$ cat src/rtl/stok_pkg.sv
// ============================================================================
// Source tokenizer package
// Shared widths, token and error codes, scanner state types and the
// character classification and keyword tables used by the tokenizer.
// ============================================================================
package stok_pkg;

   // Field widths of the input and result transfers.
   localparam int BYTE_W = 8;
   localparam int NUM_W  = 64;
   localparam int KIND_W = 5;
   localparam int ERR_W  = 3;

   // Default identifier buffer depth.
   localparam int MAX_IDENT_DEFAULT = 32;

   // Keyword tracking: four keywords, the longest has six characters.
   localparam int KW_COUNT = 4;
   localparam int KW_POS_W = 6;

   // Token kinds.
   localparam logic [KIND_W-1:0] KIND_RETURN = 5'd0;
   localparam logic [KIND_W-1:0] KIND_FOR    = 5'd1;
   localparam logic [KIND_W-1:0] KIND_IF     = 5'd2;
   localparam logic [KIND_W-1:0] KIND_U64    = 5'd3;
   localparam logic [KIND_W-1:0] KIND_NUMBER = 5'd4;
   localparam logic [KIND_W-1:0] KIND_LABEL  = 5'd5;
   localparam logic [KIND_W-1:0] KIND_PLUS   = 5'd6;
   localparam logic [KIND_W-1:0] KIND_MINUS  = 5'd7;
   localparam logic [KIND_W-1:0] KIND_STAR   = 5'd8;
   localparam logic [KIND_W-1:0] KIND_SLASH  = 5'd9;
   localparam logic [KIND_W-1:0] KIND_LPAREN = 5'd10;
   localparam logic [KIND_W-1:0] KIND_RPAREN = 5'd11;
   localparam logic [KIND_W-1:0] KIND_LBRACE = 5'd12;
   localparam logic [KIND_W-1:0] KIND_RBRACE = 5'd13;
   localparam logic [KIND_W-1:0] KIND_SEMI   = 5'd14;
   localparam logic [KIND_W-1:0] KIND_SHL    = 5'd15;
   localparam logic [KIND_W-1:0] KIND_SHR    = 5'd16;
   localparam logic [KIND_W-1:0] KIND_ASSIGN = 5'd17;
   localparam logic [KIND_W-1:0] KIND_TILDE  = 5'd18;
   localparam logic [KIND_W-1:0] KIND_AMP    = 5'd19;
   localparam logic [KIND_W-1:0] KIND_PIPE   = 5'd20;
   localparam logic [KIND_W-1:0] KIND_COMMA  = 5'd21;
   localparam logic [KIND_W-1:0] KIND_END    = 5'd22;
   localparam logic [KIND_W-1:0] KIND_ERROR  = 5'd23;

   // Error codes.
   localparam logic [ERR_W-1:0] ERR_NONE     = 3'd0;
   localparam logic [ERR_W-1:0] ERR_UNEXPECT = 3'd1;
   localparam logic [ERR_W-1:0] ERR_BAD_LT   = 3'd2;
   localparam logic [ERR_W-1:0] ERR_BAD_GT   = 3'd3;
   localparam logic [ERR_W-1:0] ERR_TOO_LONG = 3'd4;

   // What the scanner is in the middle of between characters.
   typedef enum logic [2:0] {
      MODE_IDLE,
      MODE_NUM,
      MODE_WORD,
      MODE_LT,
      MODE_GT,
      MODE_HALT
   } scan_mode_type;

   // Sequencer states of the control unit.
   typedef enum logic [2:0] {
      ST_ACCEPT,
      ST_DECODE,
      ST_READ,
      ST_EMIT,
      ST_TAIL
   } ctrl_state_type;

   // One result item.
   typedef struct packed {
      logic [KIND_W-1:0] token_kind;
      logic [NUM_W-1:0]  number_value;
      logic [BYTE_W-1:0] label_char;
      logic [ERR_W-1:0]  error_code;
      logic              last;
   } rsp_type;

   // Lookup result for operators and keywords.
   typedef struct packed {
      logic              hit;
      logic [KIND_W-1:0] kind;
   } kind_hit_type;

   function automatic logic is_space(input logic [BYTE_W-1:0] c);
      return (c == " ") || (c == "\t") || (c == "\n") || (c == "\r");
   endfunction

   function automatic logic is_digit(input logic [BYTE_W-1:0] c);
      return (c >= "0") && (c <= "9");
   endfunction

   function automatic logic is_letter(input logic [BYTE_W-1:0] c);
      return ((c >= "a") && (c <= "z")) || ((c >= "A") && (c <= "Z"));
   endfunction

   // Single-character operators.
   function automatic kind_hit_type op_lookup(input logic [BYTE_W-1:0] c);
      kind_hit_type r;
      r.hit = 1'b1;
      case (c)
         "+":     r.kind = KIND_PLUS;
         "-":     r.kind = KIND_MINUS;
         "*":     r.kind = KIND_STAR;
         "/":     r.kind = KIND_SLASH;
         "(":     r.kind = KIND_LPAREN;
         ")":     r.kind = KIND_RPAREN;
         "{":     r.kind = KIND_LBRACE;
         "}":     r.kind = KIND_RBRACE;
         ";":     r.kind = KIND_SEMI;
         "=":     r.kind = KIND_ASSIGN;
         "~":     r.kind = KIND_TILDE;
         "&":     r.kind = KIND_AMP;
         "|":     r.kind = KIND_PIPE;
         ",":     r.kind = KIND_COMMA;
         default: begin
            r.hit  = 1'b0;
            r.kind = KIND_ERROR;
         end
      endcase
      return r;
   endfunction

   // Keyword lengths: return, for, if, u64.
   function automatic logic [2:0] kw_len(input logic [1:0] k);
      logic [2:0] n;
      case (k)
         2'd0:    n = 3'd6;
         2'd1:    n = 3'd3;
         2'd2:    n = 3'd2;
         default: n = 3'd3;
      endcase
      return n;
   endfunction

   // Character of keyword k at position pos.
   function automatic logic [BYTE_W-1:0] kw_char(input logic [1:0] k,
                                                 input logic [2:0] pos);
      logic [BYTE_W-1:0] ch;
      ch = 8'h00;
      case (k)
         2'd0: begin
            case (pos)
               3'd0:    ch = "r";
               3'd1:    ch = "e";
               3'd2:    ch = "t";
               3'd3:    ch = "u";
               3'd4:    ch = "r";
               3'd5:    ch = "n";
               default: ch = 8'h00;
            endcase
         end
         2'd1: begin
            case (pos)
               3'd0:    ch = "f";
               3'd1:    ch = "o";
               3'd2:    ch = "r";
               default: ch = 8'h00;
            endcase
         end
         2'd2: begin
            case (pos)
               3'd0:    ch = "i";
               3'd1:    ch = "f";
               default: ch = 8'h00;
            endcase
         end
         default: begin
            case (pos)
               3'd0:    ch = "u";
               3'd1:    ch = "6";
               3'd2:    ch = "4";
               default: ch = 8'h00;
            endcase
         end
      endcase
      return ch;
   endfunction

   // Updates the per-keyword prefix match flags when character c is stored
   // at position pos of the word.
   function automatic logic [KW_COUNT-1:0] kw_track(input logic [KW_COUNT-1:0] ok,
                                                    input logic [KW_POS_W-1:0] pos,
                                                    input logic [BYTE_W-1:0] c);
      logic [KW_COUNT-1:0] r;
      logic                prev;
      for (int k = 0; k < KW_COUNT; k++) begin
         prev = (pos == '0) ? 1'b1 : ok[k];
         r[k] = prev && (pos < KW_POS_W'(kw_len(2'(k)))) &&
                (c == kw_char(2'(k), pos[2:0]));
      end
      return r;
   endfunction

   // A word is a keyword when every stored character matched and the
   // lengths agree.
   function automatic kind_hit_type kw_match(input logic [KW_COUNT-1:0] ok,
                                             input logic [KW_POS_W-1:0] len);
      kind_hit_type r;
      r.hit  = 1'b0;
      r.kind = KIND_RETURN;
      for (int k = KW_COUNT - 1; k >= 0; k--) begin
         if (ok[k] && (len == KW_POS_W'(kw_len(2'(k))))) begin
            r.hit  = 1'b1;
            r.kind = KIND_W'(k);
         end
      end
      return r;
   endfunction

endpackage

$ cat src/rtl/stok_req_if.sv
// ============================================================================
// Tokenizer request channel
// Carries one source character per transfer, with the end-of-input flag.
// ============================================================================
interface stok_req_if;
   import stok_pkg::*;

   logic              valid;
   logic              ready;
   logic [BYTE_W-1:0] byte_req;
   logic              end_of_input;

   modport source (output valid, output byte_req, output end_of_input, input ready);
   modport sink   (input valid, input byte_req, input end_of_input, output ready);
endinterface

$ cat src/rtl/stok_rsp_if.sv
// ============================================================================
// Tokenizer response channel
// Carries one token or label character per transfer.
// ============================================================================
interface stok_rsp_if;
   import stok_pkg::*;

   logic              valid;
   logic              ready;
   logic [KIND_W-1:0] token_kind;
   logic [NUM_W-1:0]  number_value;
   logic [BYTE_W-1:0] label_char;
   logic [ERR_W-1:0]  error_code;
   logic              last;

   modport source (output valid, output token_kind, output number_value,
                   output label_char, output error_code, output last, input ready);
   modport sink   (input valid, input token_kind, input number_value,
                   input label_char, input error_code, input last, output ready);
endinterface

$ cat src/rtl/stok_ident_mem.sv
// ============================================================================
// Identifier buffer
// Single-port-write, single-port-read synchronous RAM holding the characters
// of the word being scanned. Read data is registered.
// ============================================================================
module stok_ident_mem #(
   parameter int DEPTH  = stok_pkg::MAX_IDENT_DEFAULT,
   parameter int ADDR_W = (DEPTH > 1) ? $clog2(DEPTH) : 1
) (
   input  logic                      clock,
   input  logic                      wr_en,
   input  logic [ADDR_W-1:0]         wr_addr,
   input  logic [stok_pkg::BYTE_W-1:0] wr_data,
   input  logic                      rd_en,
   input  logic [ADDR_W-1:0]         rd_addr,
   output logic [stok_pkg::BYTE_W-1:0] rd_data
);
   import stok_pkg::*;

   logic [BYTE_W-1:0] mem [DEPTH];
   logic [BYTE_W-1:0] rd_data_ff;

   // Write port.
   always_ff @(posedge clock) begin
      if (wr_en) begin
         mem[wr_addr] <= wr_data;
      end
   end

   // Registered read port.
   always_ff @(posedge clock) begin
      if (rd_en) begin
         rd_data_ff <= mem[rd_addr];
      end
   end

   assign rd_data = rd_data_ff;
endmodule

$ cat src/rtl/stok_ctrl.sv
// ============================================================================
// Tokenizer control unit
// Holds the scan state, the number accumulator and the keyword match flags,
// decodes each character and sequences the replay of buffered identifier
// characters from the identifier buffer.
// ============================================================================
module stok_ctrl #(
   parameter int MAX_IDENT = stok_pkg::MAX_IDENT_DEFAULT,
   parameter int ADDR_W    = (MAX_IDENT > 1) ? $clog2(MAX_IDENT) : 1
) (
   input  logic                        clock,
   input  logic                        reset,
   input  logic                        req_valid,
   output logic                        req_ready,
   input  logic [stok_pkg::BYTE_W-1:0] req_byte,
   input  logic                        req_eoi,
   input  logic                        out_free,
   output logic                        emit_valid,
   output stok_pkg::rsp_type           emit_rsp,
   output logic                        mem_we,
   output logic [ADDR_W-1:0]           mem_waddr,
   output logic [stok_pkg::BYTE_W-1:0] mem_wdata,
   output logic                        mem_re,
   output logic [ADDR_W-1:0]           mem_raddr,
   input  logic [stok_pkg::BYTE_W-1:0] mem_rdata
);
   import stok_pkg::*;

   localparam int LEN_W = $clog2(MAX_IDENT + 1);

   ctrl_state_type      state_ff, state_in;
   scan_mode_type       mode_ff, mode_in;
   logic [NUM_W-1:0]    acc_ff, acc_in;
   logic [LEN_W-1:0]    len_ff, len_in;
   logic [KW_COUNT-1:0] kw_ok_ff, kw_ok_in;
   logic [BYTE_W-1:0]   byte_ff, byte_in;
   logic                eoi_ff, eoi_in;
   logic [ADDR_W-1:0]   rd_idx_ff, rd_idx_in;

   scan_mode_type       eff_mode;
   logic                c_space, c_digit, c_letter, c_lt, c_gt, c_alnum;
   kind_hit_type        op_hit;
   kind_hit_type        kw_hit;
   logic                tail_unexpected, tail_emit;
   logic [KIND_W-1:0]   tail_kind;
   logic [ERR_W-1:0]    tail_err;
   scan_mode_type       tail_mode;
   logic                rd_last;
   logic                emit_want, mem_we_want, hold;
   logic                use_tail, go_replay, go_tail;

   // Character classes of the held character.
   always_comb begin
      c_space  = is_space(byte_ff);
      c_digit  = is_digit(byte_ff);
      c_letter = is_letter(byte_ff);
      c_lt     = (byte_ff == "<");
      c_gt     = (byte_ff == ">");
      c_alnum  = c_digit || c_letter;
      op_hit   = op_lookup(byte_ff);
      kw_hit   = kw_match(kw_ok_ff, KW_POS_W'(len_ff));
   end

   // What the held character does when scanned from idle.
   always_comb begin
      tail_unexpected = !(c_space || c_digit || c_letter || c_lt || c_gt || op_hit.hit);
      tail_emit       = eoi_ff || op_hit.hit || tail_unexpected;
      tail_kind       = KIND_ERROR;
      tail_err        = ERR_NONE;
      tail_mode       = MODE_IDLE;
      if (eoi_ff) begin
         tail_kind = KIND_END;
      end else if (op_hit.hit) begin
         tail_kind = op_hit.kind;
      end else if (tail_unexpected) begin
         tail_err  = ERR_UNEXPECT;
         tail_mode = MODE_HALT;
      end else if (c_digit) begin
         tail_mode = MODE_NUM;
      end else if (c_letter) begin
         tail_mode = MODE_WORD;
      end else if (c_lt) begin
         tail_mode = MODE_LT;
      end else if (c_gt) begin
         tail_mode = MODE_GT;
      end
   end

   // The second pass of a character always starts from idle.
   assign eff_mode = (state_ff == ST_TAIL) ? MODE_IDLE : mode_ff;
   assign rd_last  = ((LEN_W'(rd_idx_ff) + LEN_W'(1)) == len_ff);

   // Decode and datapath updates.
   always_comb begin
      mode_in     = mode_ff;
      acc_in      = acc_ff;
      len_in      = len_ff;
      kw_ok_in    = kw_ok_ff;
      byte_in     = byte_ff;
      eoi_in      = eoi_ff;
      rd_idx_in   = rd_idx_ff;
      mem_we_want = 1'b0;
      mem_waddr   = len_ff[ADDR_W-1:0];
      mem_wdata   = byte_ff;
      mem_re      = 1'b0;
      mem_raddr   = rd_idx_ff;
      emit_want   = 1'b0;
      emit_rsp    = '0;
      use_tail    = 1'b0;
      go_replay   = 1'b0;
      go_tail     = 1'b0;
      req_ready   = (state_ff == ST_ACCEPT);

      case (state_ff)
         ST_ACCEPT: begin
            if (req_valid) begin
               byte_in = req_byte;
               eoi_in  = req_eoi;
            end
         end

         ST_DECODE, ST_TAIL: begin
            if (eff_mode == MODE_HALT) begin
               // Halted: the character is dropped.
            end else if (eoi_ff && eff_mode == MODE_LT) begin
               emit_want           = 1'b1;
               emit_rsp.token_kind = KIND_ERROR;
               emit_rsp.error_code = ERR_BAD_LT;
               emit_rsp.last       = 1'b1;
               mode_in             = MODE_HALT;
            end else if (eoi_ff && eff_mode == MODE_GT) begin
               emit_want           = 1'b1;
               emit_rsp.token_kind = KIND_ERROR;
               emit_rsp.error_code = ERR_BAD_GT;
               emit_rsp.last       = 1'b1;
               mode_in             = MODE_HALT;
            end else if (!eoi_ff && eff_mode == MODE_NUM && c_digit) begin
               acc_in = (acc_ff << 3) + (acc_ff << 1) + NUM_W'(byte_ff[3:0]);
            end else if (!eoi_ff && eff_mode == MODE_WORD && c_alnum) begin
               if (len_ff >= LEN_W'(MAX_IDENT)) begin
                  emit_want           = 1'b1;
                  emit_rsp.token_kind = KIND_ERROR;
                  emit_rsp.error_code = ERR_TOO_LONG;
                  emit_rsp.last       = 1'b1;
                  mode_in             = MODE_HALT;
               end else begin
                  mem_we_want = 1'b1;
                  len_in      = len_ff + LEN_W'(1);
                  kw_ok_in    = kw_track(kw_ok_ff, KW_POS_W'(len_ff), byte_ff);
               end
            end else if (!eoi_ff && eff_mode == MODE_LT) begin
               emit_want     = 1'b1;
               emit_rsp.last = 1'b1;
               if (c_lt) begin
                  emit_rsp.token_kind = KIND_SHL;
                  mode_in             = MODE_IDLE;
               end else begin
                  emit_rsp.token_kind = KIND_ERROR;
                  emit_rsp.error_code = ERR_BAD_LT;
                  mode_in             = MODE_HALT;
               end
            end else if (!eoi_ff && eff_mode == MODE_GT) begin
               emit_want     = 1'b1;
               emit_rsp.last = 1'b1;
               if (c_gt) begin
                  emit_rsp.token_kind = KIND_SHR;
                  mode_in             = MODE_IDLE;
               end else begin
                  emit_rsp.token_kind = KIND_ERROR;
                  emit_rsp.error_code = ERR_BAD_GT;
                  mode_in             = MODE_HALT;
               end
            end else if (eff_mode == MODE_NUM || (eff_mode == MODE_WORD && kw_hit.hit)) begin
               // Pending number or keyword goes out first.
               emit_want = 1'b1;
               if (eff_mode == MODE_NUM) begin
                  emit_rsp.token_kind   = KIND_NUMBER;
                  emit_rsp.number_value = acc_ff;
               end else begin
                  emit_rsp.token_kind = kw_hit.kind;
               end
               emit_rsp.last = !tail_emit;
               if (tail_emit) begin
                  mode_in = MODE_IDLE;
                  acc_in  = '0;
                  len_in  = '0;
                  go_tail = 1'b1;
               end else begin
                  use_tail = 1'b1;
               end
            end else if (eff_mode == MODE_WORD) begin
               // Plain label: replay the buffered characters.
               go_replay = 1'b1;
               rd_idx_in = '0;
            end else begin
               // Nothing pending: scan the character from idle.
               emit_want           = tail_emit;
               emit_rsp.token_kind = tail_kind;
               emit_rsp.error_code = tail_err;
               emit_rsp.last       = 1'b1;
               use_tail            = 1'b1;
            end
         end

         ST_READ: begin
            mem_re = 1'b1;
         end

         ST_EMIT: begin
            emit_want           = 1'b1;
            emit_rsp.token_kind = KIND_LABEL;
            emit_rsp.label_char = mem_rdata;
            emit_rsp.last       = rd_last && !tail_emit;
            if (rd_last) begin
               if (tail_emit) begin
                  mode_in = MODE_IDLE;
                  acc_in  = '0;
                  len_in  = '0;
                  go_tail = 1'b1;
               end else begin
                  use_tail = 1'b1;
               end
            end else begin
               rd_idx_in = rd_idx_ff + ADDR_W'(1);
            end
         end

         default: begin
         end
      endcase

      // Scan state after the held character is handled from idle.
      if (use_tail) begin
         mode_in = tail_mode;
         acc_in  = c_digit ? NUM_W'(byte_ff[3:0]) : '0;
         len_in  = '0;
         if (!eoi_ff && c_letter) begin
            mem_we_want = 1'b1;
            mem_waddr   = '0;
            len_in      = LEN_W'(1);
            kw_ok_in    = kw_track(kw_ok_ff, '0, byte_ff);
         end
      end
   end

   // A result that cannot be handed over freezes the step.
   assign hold       = emit_want && !out_free;
   assign emit_valid = emit_want && out_free;
   assign mem_we     = mem_we_want && !hold;

   // Next state.
   always_comb begin
      state_in = state_ff;
      case (state_ff)
         ST_ACCEPT: begin
            if (req_valid) begin
               state_in = ST_DECODE;
            end
         end
         ST_DECODE, ST_TAIL: begin
            if (hold) begin
               state_in = state_ff;
            end else if (go_replay) begin
               state_in = ST_READ;
            end else if (go_tail) begin
               state_in = ST_TAIL;
            end else begin
               state_in = ST_ACCEPT;
            end
         end
         ST_READ: begin
            state_in = ST_EMIT;
         end
         ST_EMIT: begin
            if (hold) begin
               state_in = ST_EMIT;
            end else if (!rd_last) begin
               state_in = ST_READ;
            end else if (go_tail) begin
               state_in = ST_TAIL;
            end else begin
               state_in = ST_ACCEPT;
            end
         end
         default: begin
            state_in = ST_ACCEPT;
         end
      endcase
   end

   // Control registers.
   always_ff @(posedge clock) begin
      if (reset) begin
         state_ff <= ST_ACCEPT;
         mode_ff  <= MODE_IDLE;
         acc_ff   <= '0;
         len_ff   <= '0;
         kw_ok_ff <= '0;
      end else begin
         state_ff <= state_in;
         if (!hold) begin
            mode_ff  <= mode_in;
            acc_ff   <= acc_in;
            len_ff   <= len_in;
            kw_ok_ff <= kw_ok_in;
         end
      end
   end

   // Held character and replay index.
   always_ff @(posedge clock) begin
      if (!hold) begin
         byte_ff   <= byte_in;
         eoi_ff    <= eoi_in;
         rd_idx_ff <= rd_idx_in;
      end
   end
endmodule

$ cat src/rtl/source_tokenizer.sv
// ============================================================================
// Source tokenizer
// A character is taken in the accept state, decoded in the decode state and
// its result registered in the output register. A pending number or keyword
// followed by an emitting character also goes through the tail state. A label
// replays each buffered character through the read and emit states, since the
// buffer read is registered, plus the tail state when its delimiter emits
// a result of its own. A new character waits until the last is handled.
// Reset (synchronous) clears the scan state; the buffer is not cleared.
// ============================================================================
module source_tokenizer #(
   parameter int MAX_IDENT = stok_pkg::MAX_IDENT_DEFAULT
) (
   input  logic        clock,
   input  logic        reset,
   stok_req_if.sink    req_chan,
   stok_rsp_if.source  rsp_chan
);
   import stok_pkg::*;

   localparam int ADDR_W = (MAX_IDENT > 1) ? $clog2(MAX_IDENT) : 1;

   logic              out_free;
   logic              emit_valid;
   rsp_type           emit_rsp;
   logic              mem_we;
   logic [ADDR_W-1:0] mem_waddr;
   logic [BYTE_W-1:0] mem_wdata;
   logic              mem_re;
   logic [ADDR_W-1:0] mem_raddr;
   logic [BYTE_W-1:0] mem_rdata;
   logic              rsp_valid_ff;
   rsp_type           rsp_data_ff;

   stok_ctrl #(
      .MAX_IDENT (MAX_IDENT),
      .ADDR_W    (ADDR_W)
   ) u_ctrl (
      .clock      (clock),
      .reset      (reset),
      .req_valid  (req_chan.valid),
      .req_ready  (req_chan.ready),
      .req_byte   (req_chan.byte_req),
      .req_eoi    (req_chan.end_of_input),
      .out_free   (out_free),
      .emit_valid (emit_valid),
      .emit_rsp   (emit_rsp),
      .mem_we     (mem_we),
      .mem_waddr  (mem_waddr),
      .mem_wdata  (mem_wdata),
      .mem_re     (mem_re),
      .mem_raddr  (mem_raddr),
      .mem_rdata  (mem_rdata)
   );

   stok_ident_mem #(
      .DEPTH  (MAX_IDENT),
      .ADDR_W (ADDR_W)
   ) u_ident_mem (
      .clock   (clock),
      .wr_en   (mem_we),
      .wr_addr (mem_waddr),
      .wr_data (mem_wdata),
      .rd_en   (mem_re),
      .rd_addr (mem_raddr),
      .rd_data (mem_rdata)
   );

   // The output register is free when empty or when its transfer completes.
   assign out_free = !rsp_valid_ff || rsp_chan.ready;

   // Output register valid flag.
   always_ff @(posedge clock) begin
      if (reset) begin
         rsp_valid_ff <= 1'b0;
      end else if (emit_valid) begin
         rsp_valid_ff <= 1'b1;
      end else if (rsp_chan.ready) begin
         rsp_valid_ff <= 1'b0;
      end
   end

   // Output register payload.
   always_ff @(posedge clock) begin
      if (emit_valid) begin
         rsp_data_ff <= emit_rsp;
      end
   end

   assign rsp_chan.valid        = rsp_valid_ff;
   assign rsp_chan.token_kind   = rsp_data_ff.token_kind;
   assign rsp_chan.number_value = rsp_data_ff.number_value;
   assign rsp_chan.label_char   = rsp_data_ff.label_char;
   assign rsp_chan.error_code   = rsp_data_ff.error_code;
   assign rsp_chan.last         = rsp_data_ff.last;
endmodule

$ cat src/flat_wrapper.sv
// flat-port wrapper written by rule: the top's interface ports become plain ports
module source_tokenizer_flat import stok_pkg::*;
#(
   parameter int MAX_IDENT = stok_pkg::MAX_IDENT_DEFAULT
)
  (clock, reset, req_chan_valid, req_chan_byte_req, req_chan_end_of_input, req_chan_ready, rsp_chan_valid, rsp_chan_token_kind, rsp_chan_number_value, rsp_chan_label_char, rsp_chan_error_code, rsp_chan_last, rsp_chan_ready);
  stok_req_if req_chan_i ();
  stok_rsp_if rsp_chan_i ();
  input  logic clock;
  input  logic reset;
  input wire logic [$bits(req_chan_i.valid)-1:0] req_chan_valid;
  input wire logic [$bits(req_chan_i.byte_req)-1:0] req_chan_byte_req;
  input wire logic [$bits(req_chan_i.end_of_input)-1:0] req_chan_end_of_input;
  output wire logic [$bits(req_chan_i.ready)-1:0] req_chan_ready;
  output wire logic [$bits(rsp_chan_i.valid)-1:0] rsp_chan_valid;
  output wire logic [$bits(rsp_chan_i.token_kind)-1:0] rsp_chan_token_kind;
  output wire logic [$bits(rsp_chan_i.number_value)-1:0] rsp_chan_number_value;
  output wire logic [$bits(rsp_chan_i.label_char)-1:0] rsp_chan_label_char;
  output wire logic [$bits(rsp_chan_i.error_code)-1:0] rsp_chan_error_code;
  output wire logic [$bits(rsp_chan_i.last)-1:0] rsp_chan_last;
  input wire logic [$bits(rsp_chan_i.ready)-1:0] rsp_chan_ready;
  assign req_chan_i.valid = req_chan_valid;
  assign req_chan_i.byte_req = req_chan_byte_req;
  assign req_chan_i.end_of_input = req_chan_end_of_input;
  assign req_chan_ready = req_chan_i.ready;
  assign rsp_chan_valid = rsp_chan_i.valid;
  assign rsp_chan_token_kind = rsp_chan_i.token_kind;
  assign rsp_chan_number_value = rsp_chan_i.number_value;
  assign rsp_chan_label_char = rsp_chan_i.label_char;
  assign rsp_chan_error_code = rsp_chan_i.error_code;
  assign rsp_chan_last = rsp_chan_i.last;
  assign rsp_chan_i.ready = rsp_chan_ready;
  source_tokenizer #(.MAX_IDENT(MAX_IDENT)) u_core (.clock(clock), .reset(reset), .req_chan(req_chan_i), .rsp_chan(rsp_chan_i));
endmodule
$ cat config.mk
export PLATFORM = sky130hd
export DESIGN_NAME = source_tokenizer_flat
export DESIGN_NICKNAME = d
export VERILOG_FILES = /design/src/rtl/stok_pkg.sv /design/src/rtl/stok_req_if.sv /design/src/rtl/stok_rsp_if.sv /design/src/rtl/stok_ident_mem.sv /design/src/rtl/stok_ctrl.sv /design/src/rtl/source_tokenizer.sv /design/src/flat_wrapper.sv
export SDC_FILE = /design/constraint.sdc
export NUM_CORES = 1
export LEC_CHECK = 0
export CAP_MARGIN = 20
export CORE_ASPECT_RATIO = 1.25
export CORE_MARGIN = 4
export CORE_UTILIZATION = 55
export DETAILED_ROUTE_END_ITERATION = 10
export DONT_BUFFER_PORTS = 1
export PLACE_DENSITY = 0.81
export SYNTH_ARGS = -nofsm -noshare
export SYNTH_HDL_FRONTEND = slang
export SYNTH_SLANG_ARGS = --single-unit
$ cat constraint.sdc
create_clock -name clock -period 8.75 [get_ports clock]
set_clock_uncertainty 0.05 [all_clocks]
set_input_delay 0.4375 -clock clock [delete_from_list [all_inputs] [get_ports clock]]
set_output_delay 0.4375 -clock clock [all_outputs]
set_load 0.005 [all_outputs]
==> flow_summary.json <==
{
  "status": "complete, no violations",
  "ff2ff_path_depth": 14,
  "drv_cap": 0,
  "cts_tree": "yes",
  "die_y_um": 236,
  "post-route-period-util_pct": 56.9,
  "place_inst": 2437,
  "grt_pass1_vias": 15800,
  "grt_max_degree": 102,
  "routedWlPerCell_um": 21.7,
  "routed_wl_um": 54800,
  "dp_hpwl_um": 37100,
  "nets": 2087,
  "core-area_sq_mm": 0.0410,
  "combPwrFrac_pct": 3.5,
  "grt_util_met2_pct": 41.8,
  "ctsResizeCount": 0,
  "power_density_mw_per_mm2": 174,
  "cp-startpoint": "u_core.u_ctrl.mem_wdata[3]",
  "grt_pass1_wl_um": 86900,
  "synth-seq-area-share_pct": 54.4,
  "synth.distinct_cells": 83,
  "synth_top_area_share_pct": 47.3,
  "slowest_stage": "o311ai_1",
  "postRouteAntennaNets": 0,
  "holdCritPathClass": "in2reg",
  "insertion_delay_ns": 0.58,
  "grt-ovfl-total": 0,
  "grtUsageMet1_pct": 29.7,
  "cp_top_family": "compound AO/OA/AOI/OAI gates",
  "cpPeakStageDelay_ns": 0.63,
  "power.internal_mw": 3.38,
  "synth_fp_nets": 2118,
  "worst-path-buf-inv": 1,
  "gp_congestion": 0.971,
  "end_kind": "flop",
  "worstMarginPinSlew_ns": 0.933,
  "reg2reg_from": "u_core.u_ctrl.mem_wdata[3]",
  "synthToLayoutAreaGrowth_pct": 8.90,
  "grt_busiest_layer": "met2",
  "slew_viol_final": 0,
  "crit_chain": "buf_4, fa_1, fa_1, a21o_1, a21oi_1, a21oi_1, a41o_1, a41o_1, o311ai_1, o32ai_1, a221oi_1, mux2i_1, o21bai_1, a21oi_1",
  "stdcell_area_sq_mm": 0.0248,
  "switching_share_pct": 21.9,
  "r2r_setup_slack_ns": 3.77,
  "reg2reg_to": "u_core.u_ctrl.acc_ff[60]",
  "post_route_cells_drive_above_1_share_pct": 7.99,
  "whs_endpoint": "u_core.u_ctrl.acc_ff[55]",
  "io_pins": 96,
  "cts_buffer_depth": 3,
  "io_buffers": 0,
  "drt_iter0_markers": 1610,
  "cts-root-buf": "clkbuf_16",
  "grt_antenna_before_repair": 0,
  "slew_headroom_pct": 37.6,
  "p_leak_nw": 9.37,
  "diodes": 0,
  "die_area_sq_mm": 0.0448,
  "track_usage_pct": 24.2,
  "drc": 0,
  "cts_setup_buffers": 0,
  "fmax_mhz": 201,
  "fin_cells": 2529,
  "max-vdd-ir-drop_mv": 0.168,
  "num_vias": 16000,
  "cts_inserted_buffers": 44,
  "first_pass_iters": 6,
  "rsz0062_at_grt": "false",
  "syn_area_per_cell_sq_um": 11.5,
  "vias_per_cell": 6.34,
  "ys_ff_latch": 440,
  "grt_use_met3_pct": 3.80,
  "worstHoldStart": "reset",
  "synth-edff-count": 359,
  "p_clk_share_pct": 42.9,
  "period_needed_ns": 4.98,
  "finalHoldViolations": 0,
  "clock_sinks": 440,
  "synth_cells": 1975,
  "netlist_area_sq_mm": 0.0228,
  "start_util_pct": 55.6,
  "setup_viol_count_final": 0,
  "clk_pin_slew_ns": 0.07,
  "synthArstFlopShare_pct": 0,
  "place_area_sq_mm": 0.0232,
  "cp.arrival_ns": 5.43,
  "seqPwrFrac_pct": 53.6,
  "path_max_fanout": 53,
  "path_common_cell": "a21oi_1",
  "h-tree-depth": 2,
  "rows": 83,
  "fp.dieW_um": 190,
  "holdBufCountCts": 10,
  "holdPathStages": 2,
  "yosys_warnings": 0,
  "crit_type": "reg2reg",
  "power.net_switching_uw": 946,
  "synthFlopType": "edfxtp_1",
  "crit_required_ns": 9.20,
  "synth_area_leaders": "edfxtp_1 47%, dfxtp_1 7.1%, ha_1 7.0%",
  "worstSetupStartpointType": "flop",
  "yosys.area.top_type": "edfxtp_1",
  "finalSetupTns_ns": 0
}
## worst register-to-register path, stage by stage, from the launching register on
cell and delay (ns):
edfxtp_1 0.32, buf_4 0.44, fa_1 0.56, fa_1 0.49, a21o_1 0.20, a21oi_1 0.21, a21oi_1 0.17, a41o_1 0.31
a41o_1 0.37, o311ai_1 0.63, o32ai_1 0.33, a221oi_1 0.39, mux2i_1 0.24, o21bai_1 0.08, a21oi_1 0.14
## power by group through the flow
stage / Sequential [mW] / Clock (mW) / Combinational (mW)
after global placement: 2.36 / 0 / 0.130
after global routing: 2.32 / 1.98 / 0.166
after floorplan: 2.36 / 0 / 0.0915
after CTS: 2.32 / 1.89 / 0.146
after detailed placement: 2.36 / 0 / 0.135
final: 2.32 / 1.86 / 0.153
## flip-flops by register name (all words and copies together) (netlist names)
| name | flops |
|---|---|
| u_core.u_ident_mem.mem | 256 |
| u_core.rsp_chan.number_value | 64 |
| u_core.u_ctrl.acc_ff | 64 |
| u_core.rsp_chan.label_char | 8 |
| u_core.u_ctrl.mem_wdata | 8 |
| u_core.u_ident_mem.rd_data | 8 |
| u_core.u_ctrl.len_ff | 6 |
| u_core.rsp_chan.token_kind | 5 |
| u_core.u_ctrl.mem_raddr | 5 |
| u_core.u_ctrl.kw_ok_ff | 4 |
| u_core.rsp_chan.error_code | 3 |
| u_core.u_ctrl.mode_ff | 3 |
| u_core.u_ctrl.state_ff | 3 |
| u_core.rsp_chan.last | 1 |
| u_core.rsp_chan.valid | 1 |
| u_core.u_ctrl.eoi_ff | 1 |
## metal layers
layer  vias up  share of wire (%)
met5         -                  0
met4         0                5.0
met3       153                5.8
met2       629                 51
met1      7835                 38
li1       7408                  -
## logic make-up after synthesis
logic type / count (synthesis) / share of synthesized area [%]
AND/OR/NAND/NOR: 609 / 13.0
AO/OA/AOI/OAI: 481 / 14.0
flip-flops: 440 / 54.4
buffers and inverters: 144 / 2.57
adder cells (fa/ha/maj): 130 / 7.20
multiplexers: 99 / 6.10
XOR/XNOR: 72 / 2.76
## cell usage in the layout (no fill, tap or decap), types with 32 or more instances in the layout
cell       synthesis  final
inv_1             34     34
nand2_1          136    136
nand3_1           36     36
mux4_2            32     32
dfxtp_1           81     81
and2_1            83     83
xnor2_1           48     48
edfxtp_1         359    359
ha_1             128    128
o21ai_0          103    103
a22oi_1           43     43
clkbuf_16          0     45
mux2i_1           66     66
a21oi_1          122    122
nor2_1           196    193
## synth_stat cells (16+ instances only)
cell type	number
edfxtp_1	359
nor2_1	196
nand2_1	136
ha_1	128
a21oi_1	122
o21ai_0	103
and2_1	83
dfxtp_1	81
clkbuf_1	73
mux2i_1	66
xnor2_1	48
a22oi_1	43
nand3_1	36
inv_1	34
mux4_2	32
a21o_1	31
nor3_1	31
nand4_1	27
o221ai_1	27
xor2_1	24
buf_2	22
o21bai_1	18
nand2b_1	17
o22ai_1	16
or3_1	16
## area by class of cell
cell class / instances / area [sq um]
Fill cell: 3136 / 16200
Inverter: 35 / 131
Tap cell: 552 / 691
Clock buffer: 53 / 1190
Timing Repair Buffer: 32 / 348
Multi-Input combinational cell: 1391 / 9840
Sequential cell: 440 / 12400
Clock inverter: 26 / 244
## worst max path at each step
stage                                                to  slack, ns  depth (start not counted)
after floorplan           u_core.rsp_chan.error_code[0]       2.40                         10
after global placement         u_core.u_ctrl.acc_ff[60]       4.06                         14
after detailed placement       u_core.u_ctrl.acc_ff[60]       3.87                         14
after CTS                      u_core.u_ctrl.acc_ff[60]       3.86                         14
after global routing           u_core.u_ctrl.acc_ff[60]       3.49                         14
final                          u_core.u_ctrl.acc_ff[60]       3.77                         14
## per-stage QoR
stage               utilization (%)  hold slack, ns  worst slack [ns]  total power, mW
floorplan                         -           0.367              2.40             2.46
global placement               56.6           0.422              4.06             2.49
detailed placement             56.6           0.418              3.87             2.50
CTS                            60.4          0.0468              3.86             4.35
global route                   60.6          0.0631              3.49             4.46
finish                         60.6          0.0738              3.77             4.32
Power figures use the tool's default switching activity.
